### config.mk
export PLATFORM = sky130hd
export DESIGN_NAME = twoi_front
export DESIGN_NICKNAME = d
export VERILOG_FILES = /design/src/twoi_pkg.sv /design/src/twoi_front.sv
export SDC_FILE = /design/constraint.sdc
export NUM_CORES = 1
export LEC_CHECK = 0
export ABC_AREA = 0
export BUFFER_PORTS_ARGS = -buffer_cell sky130_fd_sc_hd__buf_2
export CAP_MARGIN = 30
export CORE_UTILIZATION = 55
export DETAILED_ROUTE_END_ITERATION = 12
export PLACE_DENSITY = 0.8
export SLEW_MARGIN = 5
export SYNTH_ARGS = -nofsm -noshare
export SYNTH_HDL_FRONTEND = slang
export SYNTH_SLANG_ARGS = --single-unit
### constraint.sdc
create_clock -name clk -period 5.75 [get_ports clk]
set_input_delay 0.2875 -clock clk [delete_from_list [all_inputs] [get_ports clk]]
set_output_delay 0.2875 -clock clk [all_outputs]
set_load 0.02 [all_outputs]
### src/twoi_pkg.sv
// Package for the two-wheel odometry integrator: widths, constants and the
// queue record between front and back. No dependencies.
`timescale 1ns / 1ps
package twoi_pkg;
	localparam int ANGLE_BITS = 16;
	localparam logic [16:0] SIN_A = 17'd102944;
	localparam logic [16:0] SIN_B = 17'd42048;
	localparam logic [16:0] SIN_C = 17'd4640;
	localparam logic [16:0] ONE_Q16 = 17'd65536;
	localparam logic signed [47:0] ACC_MAX = 48'sh7FFFFFFFFFFF;
	localparam logic signed [47:0] ACC_MIN = 48'sh800000000000;

	// One classified sample: count magnitudes, their signs and the angle.
	typedef struct packed {
		logic [31:0] fcnt;
		logic        fneg;
		logic [31:0] scnt;
		logic        sneg;
		logic [ANGLE_BITS-1:0] ang;
	} job_t;
endpackage

### src/twoi_front.sv
// Front part: differences the counters against the previous sample and
// queues a job record. Depends on twoi_pkg.
`timescale 1ns / 1ps
module twoi_front (
	input  logic clk,
	input  logic arst_n,
	input  logic in_valid,
	output logic in_ready,
	input  logic [31:0] x_counter,
	input  logic [31:0] y_counter,
	input  logic [15:0] heading,
	output logic q_valid,
	input  logic q_ready,
	output twoi_pkg::job_t q_job
);
	logic [31:0] last_x_q, last_y_q, dx, dy;
	twoi_pkg::job_t mem_q [2];
	logic [1:0] cnt_q;
	logic wp_q, rp_q, push, pop;
	twoi_pkg::job_t nj;

	assign dx = x_counter - last_x_q;
	assign dy = y_counter - last_y_q;
	always_comb begin
		nj.sneg = dx[31];
		nj.scnt = dx[31] ? (~dx + 32'd1) : dx;
		nj.fneg = dy[31];
		nj.fcnt = dy[31] ? (~dy + 32'd1) : dy;
		nj.ang = twoi_pkg::ANGLE_BITS'(({8'd0, heading} << 8) >> (24 - twoi_pkg::ANGLE_BITS));
	end

	assign in_ready = cnt_q != 2'd2;
	assign push = in_valid && in_ready;
	assign q_valid = cnt_q != 2'd0;
	assign pop = q_valid && q_ready;
	assign q_job = mem_q[rp_q];

	always_ff @(posedge clk) begin
		if (push) mem_q[wp_q] <= nj;
	end
	always_ff @(posedge clk or negedge arst_n) begin
		if (!arst_n) begin
			last_x_q <= '0;
			last_y_q <= '0;
			cnt_q <= '0;
			wp_q <= 1'b0;
			rp_q <= 1'b0;
		end else begin
			if (push) begin
				last_x_q <= x_counter;
				last_y_q <= y_counter;
				wp_q <= ~wp_q;
			end
			if (pop) rp_q <= ~rp_q;
			cnt_q <= cnt_q + {1'b0, push} - {1'b0, pop};
		end
	end
endmodule

## Word level (Yosys, flattened, before mapping)

Memory sizes are Yosys's and may differ from the RTL's.
Cells that the tools add are included.

| storage, ports and cells | value |
|---|---|
| register bits | 68 |
| memory bits (writable) | 164 |
| input bits | 84 |
| output and inout bits | 84 |
| word-level logic and storage cells | 24 |
| memories | 1 |

| operators by class | value |
|---|---|
| add/subtract/negate cells | 6 |
| equality and inequality tests | 1 |
| multiplexer cells | 4 |
| bitwise operators | 4 |
| reduce and logical (&&, ||, !) cells | 3 |

Memory list:

| name | depth | width | rd ports | clocked after memory_dff | wr ports | RTL line | source |
|---|---|---|---|---|---|---|---|
| mem_q | 2 | 82 | 1 | 0 | 1 | twoi_front.sv:17 | `twoi_pkg::job_t mem_q [2];` |

Operator list:

| operator | number |
|---|---|
| $add A32 B1 Y32 const B | 2 |
| $mux W32 | 2 |
| $not A32 Y32 | 2 |
| $sub A32 B32 Y32 | 2 |
| $add A2 B1 Y2 | 1 |
| $logic_and A1 B1 Y1 | 2 |
| $mux W1 | 2 |
| $ne A2 B2 Y1 const B | 1 |
| $not A1 Y1 | 2 |
| $reduce_bool A2 Y1 | 1 |
| $sub A2 B1 Y2 | 1 |

## Depth between registers and ports, before layout

Gate-level depths: netlist of the first run.

| depth | value |
|---|---|
| depth after elaboration | 4 |
| mapped depth | 16 |
| gate-level depth less buffers | 14 |

## Worst setup path before layout of the first run

OpenSTA, ideal clock, no wires.

| timing | value |
|---|---|
| kind | reg-to-reg |
| start point | register cnt_q[1] |
| end point | memory mem_q[0][0] (netlist name) (enable) |
| library setup time | 0.523 ns |
| arrival | 4.691 ns |
| required time | 5.227 ns |
| setup slack | 0.535 ns |
| stages on the path, launching flop included | 6 |
| path buffers | 2 |
| clock period less this slack | 5.215 ns |
| cells stage by stage | dfrtp_1 > nand2b_1 > nand2_1 > buf_1 > buf_1 > nor2_1 |

| between the ends | value |
|---|---|
| word-level cells in the longest chain between the ends | 4 |

RTL lines:

| what | RTL line | source |
|---|---|---|
| from (decl) | twoi_front.sv:18 | `logic [1:0] cnt_q;` |
| from (signal assigned) | twoi_front.sv:55 | `cnt_q <= cnt_q + {1'b0, push} - {1'b0, pop};` |
| $ne A2 B2 Y1 | twoi_front.sv:32 | `assign in_ready = cnt_q != 2'd2;` |
| named net in_ready | twoi_front.sv:8 | `output logic in_ready,` |
| $logic_and A1 B1 Y1 | twoi_front.sv:33 | `assign push = in_valid && in_ready;` |
| $mux W1 | twoi_front.sv:39 | `if (push) mem_q[wp_q] <= nj;` |
| $mux W1 (implied by the code) | twoi_front.sv:39 |  |
| to (decl) | twoi_front.sv:17 |  |

The timed path passes the listed nets, and every way through them passes these cells.

==> reports/qor.csv, run 1 <==
metric;value;unit
status;complete, no violations;
Gate Count Post-Synth;1231;
area delta synth->final;15.80;%
PortBufs;167;
CP Launch Type;flop;
period utilisation layout;79.69;%
Worst-Skew Late Latency;520;ps
clk_skew;22.50;ps
min-delay worst type;primary input to flop;
GR Overflow Total;0;
Total Neg Setup Slack;0;ps
net count after synthesis;1383;
Vias/cell;5.724;
most common cell after layout, fill and taps aside;buf_2;
largest net degree at the start of global routing;70;
core area;24390;um2
CTS tree;built;
Max Freq;218.2;MHz
HPWL Detailed;22570;um
unrepaired setup endpoints after global routing;false;
initial core utilization;56.24;%
Boundary Pins;168;
Hold Violations, Final;0;
EDFF count, synth;164;
synth unique cells;70;
top cells by area, synth;edfxtp_1, dfrtp_1, mux2_2, ha_1, xnor2_1;
clk slew on worst S/H paths;60;ps
placed inst area;14870;um2
drt wl/cell;17.63;um
placer congestion estimate;0.8941;
Top FF cell, synth;edfxtp_1;
WL final;30870;um
most frequent cells in the layout;buf_2, edfxtp_1, mux2_2;
Post-DRT Antenna Nets;0;
Synth async-reset ratio;29.31;%
slew margin rel.;37.91;%
drt first pass iters;5;
crit-path max FO;11;
measured slew at the worst slew-check pin;931.3;ps
GRT Util Overall;23.92;%
Syn Area/Cell;11.14;um2
setup violators final;0;
Final nets;1559;
cts hold-fix bufs;19;
FF+latch count, synth;232;
CTS-repair resized insts;0;
cell area after layout;15880;um2
area leader, netlist;edfxtp_1;
first-pass GRT wire length;49270;um
Yosys top cell area share;35.90;%
Synth Cell Area;13720;um2
CTS root buffer;clkbuf_16;
Seq/Total Area, Yosys;48.31;%
Slew Viols, Final;0;
min cycle time layout;4582;ps
CTS Buf Count;25;
share of post-route cells with drive strength above 1;26.53;%
H-tree depth;1;
Setup CP Type;flop to flop;
setup bufs post-CTS;0;
Synth warnings;0;
clock sinks;232;
Max-Cap Viols;0;
num rows;57;
die height;159.9;um
DR iter-0 viols;647;
Die W;159.9;um
initial antenna violation count;1;
DRC violations left;0;
die area;25580;um2
vias;10022;
worst path required time;6030;ps
deepest clock path buffer count;3;
vias in the first global route;9543;
Arr. time, crit path;4860;ps
crit end category;flop;
==> path summary, 6_finish.rpt <==
check	startpoint	to	slack, ps	cells past startpoint
worst min register to register	last_x_q[0]	last_x_q[0]	480	2
min in group asynchronous	arst_n	last_x_q[5]	240	2
worst max-delay path	last_y_q[4]	mem_q[1][81]	1170	12
max in group asynchronous	arst_n	last_y_q[7]	4960	3
worst max register to register	last_y_q[4]	mem_q[1][81]	1170	12
worst min-delay path	y_counter[6]	last_y_q[6]	20	2
==> kinds of logic (layout without fill, tap and decap cells) <==
family          count (synthesis)  in the layout  share of synthesized area, %
xor+xnor                      113            113                         7.215
compound gates                272            272                         12.65
fa+ha+maj                      68             68                         6.312
buf+inv                       135            329                         3.849
simple gates                  266            266                         9.769
flops                         232            232                         48.31
mux                           145            145                         11.89
other cells                     0              2                             0
==> cells in the mapped netlist (7+ instances only) <==
library cell	count
nand2_1	79
nand2b_1	7
nor2_1	62
a21o_1	17
o21ai_0	67
xnor2_1	73
and3_1	11
a211oi_1	9
nand3_1	18
o21a_1	17
clkbuf_1	28
mux2_2	144
nor2b_1	7
edfxtp_1	164
a31oi_1	14
nand4_1	17
o31ai_1	12
nor3_1	13
buf_1	8
or2_2	7
xor2_1	40
o21bai_1	8
ha_1	66
inv_1	92
a21oi_1	74
o211ai_1	12
dfrtp_1	68
==> sequential cells by signal, indices dropped and copies added (netlist names) <==
signal	count
cnt_q	2
last_x_q	32
wp_q	1
mem_q	164
last_y_q	32
rp_q	1
==> routing by layer <==
metal | share of wire, % | up-vias | wire length, um | global-route usage [%]
met5 | 0 | - | 0 | 0
met4 | 1.8 | 0 | 556 | 5.325
met3 | 6.0 | 36 | 1844 | 3.013
met2 | 44 | 315 | 13570 | 36.66
met1 | 48 | 4798 | 14900 | 36.25
li1 | - | 4873 | - | -
==> critical path, cell delays in order (launching register included) <==
cell and delay [ps]:
dfrtp_1 350, inv_1 50, ha_1 320, a21oi_1 640, o221ai_1 270, a311o_1 430
a221oi_1 390, o211ai_1 240, nor4b_1 520, nand3_1 290, nor2_1 320, nand4_1 140
nor3_1 370
==> through the flow <==
| step | instances | utilization [%] | setup slack, ps | hold WS [ps] |
|---|---|---|---|---|
| after global placement | 1682 | 60.76 | 1387 | 462.1 |
| after floorplan | 1231 | - | 535.3 | -8.091 |
| after CTS | 1748 | 64.99 | 1263 | 4.027 |
| after global routing | 1750 | 65.11 | 818.9 | 6.852 |
| final | 1751 | 65.12 | 1168 | 16.43 |
| after detailed placement | 1684 | 60.95 | 1310 | 477.2 |
==> cell type report <==
| type | count | area [um2] |
|---|---|---|
| diodes | 2 | 5.005 |
| clock buffers | 28 | 636.9 |
| clock inverters | 17 | 157.7 |
| fillers | 1928 | 8507 |
| inverters | 92 | 345.3 |
| multi-input cells | 864 | 6578 |
| flip-flops and latches | 232 | 6630 |
| well taps | 324 | 405.4 |
| repair buffers | 192 | 1126 |
Power of run 1 is not shown: default switching activity piles up to over one toggle a cycle in this logic, so the estimate is an artifact.
==> run 2: changes to the inputs <==
--- a/config.mk
+++ b/config.mk
@@ -8,9 +8,9 @@
 export ABC_AREA = 0
 export BUFFER_PORTS_ARGS = -buffer_cell sky130_fd_sc_hd__buf_2
 export CAP_MARGIN = 30
-export CORE_UTILIZATION = 55
+export CORE_UTILIZATION = 53
 export DETAILED_ROUTE_END_ITERATION = 12
-export PLACE_DENSITY = 0.8
+export PLACE_DENSITY = 0.81
 export SLEW_MARGIN = 5
 export SYNTH_ARGS = -nofsm -noshare
 export SYNTH_HDL_FRONTEND = slang
==> constraint.sdc (replaced) <==
create_clock -name clk -period 3.7 [get_ports clk]
set_input_delay 0.185 -clock clk [delete_from_list [all_inputs] [get_ports clk]]
set_output_delay 0.185 -clock clk [all_outputs]
set_load 0.02 [all_outputs]
==> reports/qor.csv, run 2 (synthesis gave the netlist of run 1 again) <==
metric;value;unit;change
Slew Viols, Final;0;;unchanged
post-route setup slack;-241.8;ps;-1409 ps
area delta synth->final;29.23;%;
PD cells;1111;nW/um2;
FF-to-FF End;mem_q[1][48];;
clk slew on worst S/H paths;60;ps;about the same
met2 Resource Use GR;40.99;%;+4.3 points
CP Launch Type;flop;;
first-pass GRT wire length;53960;um;+9.5%
Arr. time, crit path;4310;ps;-550 ps
placed inst area;15580;um2;+4.8%
status;finished with violations;;
die area;26530;um2;+3.7%
Hold Violations, Final;0;;unchanged
Die W;162.9;um;+1.8%
r2r setup slk;-240;ps;-1410 ps
Reg2Reg Depth;13;;+1
Vias/cell;5.685;;-0.67%
GR Overflow Total;0;;unchanged
CTS Buf Count;25;;unchanged
GRT Util Overall;25.50;%;+1.6 points
Max-Cap Viols;0;;unchanged
core area;25250;um2;+3.5%
number of antenna diodes;0;;-2
slew margin rel.;49.17;%;+11 points
die height;162.9;um;+1.8%
leak pwr;7.315;nW;
WL final;34920;um;+13%
M3 GR Usage;3.183;%;+0.17 points
DRC violations left;0;;unchanged
min cycle time layout;3942;ps;-640.5 ps
GRT Max-Usage Layer;met2;;
Most flops, register;mem_q;;
largest net degree at the start of global routing;69;;-1.4%
share of post-route cells with drive strength above 1;34.27;%;+7.7 points
unrepaired setup endpoints after global routing;true;;
vias;11001;;+9.8%
Setup CP Type;flop to flop;;
Boundary Pins;168;;unchanged
deepest clock path buffer count;3;;unchanged
Worst-Skew Late Latency;530;ps;about the same
met1 usage;35.95;%;-0.30 points
num rows;58;;+1.8%
measured slew at the worst slew-check pin;762.5;ps;-168.8 ps
setup violators final;12;;+12
H-tree depth;1;;unchanged
drt first pass iters;5;;unchanged
initial antenna violation count;0;;-1
CTS root buffer;clkbuf_16;;
cell area after layout;17730;um2;+12%
largest registers;mem_q: 164 flops, last_x_q: 32 flops, last_y_q: 32 flops;;
HPWL Detailed;23670;um;+4.9%
crit-path max FO;3;;-8
failing checks;negative setup slack;;
VDD IR max;0.5673;mV;
clock sinks;232;;unchanged
period utilisation layout;106.5;%;+27 points
crit end category;flop;;
Tot Pwr;19.69;mW;
most common cell after layout, fill and taps aside;buf_2;;
drt wl/cell;18.04;um;+2.4%
clk_skew;31.57;ps;+9.065 ps
min-delay worst type;primary input to asynchronous set/reset pin;;
PortBufs;167;;unchanged
CTS tree;built;;
worst path required time;4070;ps;-1960 ps
initial core utilization;54.32;%;-1.9 points
Post-DRT Antenna Nets;0;;unchanged
max reg flops;164;;unchanged
vias in the first global route;10747;;+13%
Final nets;1739;;+12%
reg2reg start;last_x_q[0];;
most frequent cells in the layout;buf_2, edfxtp_1, mux2_2;;
DR iter-0 viols;895;;+38%
placer congestion estimate;0.8780;;-1.8%
Max Freq;253.7;MHz;+16%
run 2: cell types whose count changed in the layout (fill, tap and decap cells not counted), moves of 6 or more:
| cell | previous run | this run |
|---|---|---|
| buf_4 | 4 | 123 |
| dlygate4sd3_1 | 19 | 80 |
| a21oi_1 | 74 | 68 |
| o21ai_0 | 67 | 61 |
run 2: worst max-delay path by stage:
stage	start	to	slack, ps
after detailed placement	x_counter[0]	mem_q[0][48]	-290
after global routing	last_x_q[0]	mem_q[1][48]	-340
after CTS	last_x_q[0]	mem_q[1][48]	-240
after floorplan	last_x_q[0]	mem_q[0][48]	-80
final	last_x_q[0]	mem_q[1][48]	-240
after global placement	x_counter[0]	mem_q[1][48]	-180
run 2: final cells by class:
type	count	area (um2)
clock inverter	15	137.6
clock buffer	30	644.4
sequential	232	6630
timing repair buffer	372	2614
inverter	92	349.1
multi-input combinational	864	6939
tap	330	412.9
fill	1762	7527
run 2: power by group:
part | switching, mW | internal (mW) | leakage, nW | total (mW)
logic | 6.89 | 4.96 | 4.62 | 11.8
registers | 0.471 | 4.94 | 2.32 | 5.41
clock network | 1.04 | 1.39 | 0.380 | 2.43
total | 8.40 | 11.3 | 7.31 | 19.7
run 2: repair_timing:
item	CTS	global route
resized for setup	31	43
hold endpoints to repair	163	0
hold buffers	80	0
pin swaps	23	32
endpoints found under the setup margin	40	104
cloned	0	0
buffers inserted	18	6
run 2: critical path: stages (launching register included):
cell and delay (ps):
dfrtp_1 350, ha_2 190, inv_2 40, fa_2 340, a211oi_2 220, o21bai_1 90, a221o_1 360, a211oi_2 230
o31a_1 220, xnor2_1 100, or4_4 550, or3b_4 440, or4_4 550, nor2_4 110
run 2: per-layer routing:
layer,part of all wire [%],vias to the layer above,wire length [um]
met2,46,423,16170
li1,-,5233,-
met5,0,-,0
met1,45,5272,15630
met3,6.1,73,2124
met4,2.8,0,988
run 2: per-stage QoR:
step,std cells,worst slack (ps),hold slack [ps],utilization [%],setup TNS (ps)
3_5_place_dp,1787,-286.4,379.2,61.71,-5094
4_1_cts,1928,-239.9,31.16,68.95,-1715
5_1_grt,1935,-335.6,41.98,70.19,-4030
2_1_floorplan,1231,-81.50,-110.6,-,-163.0
3_3_place_gp,1786,-177.1,355.8,61.63,-2035
6_report,1935,-241.8,38.01,70.19,-1264
Power figures use the tool's default switching activity.
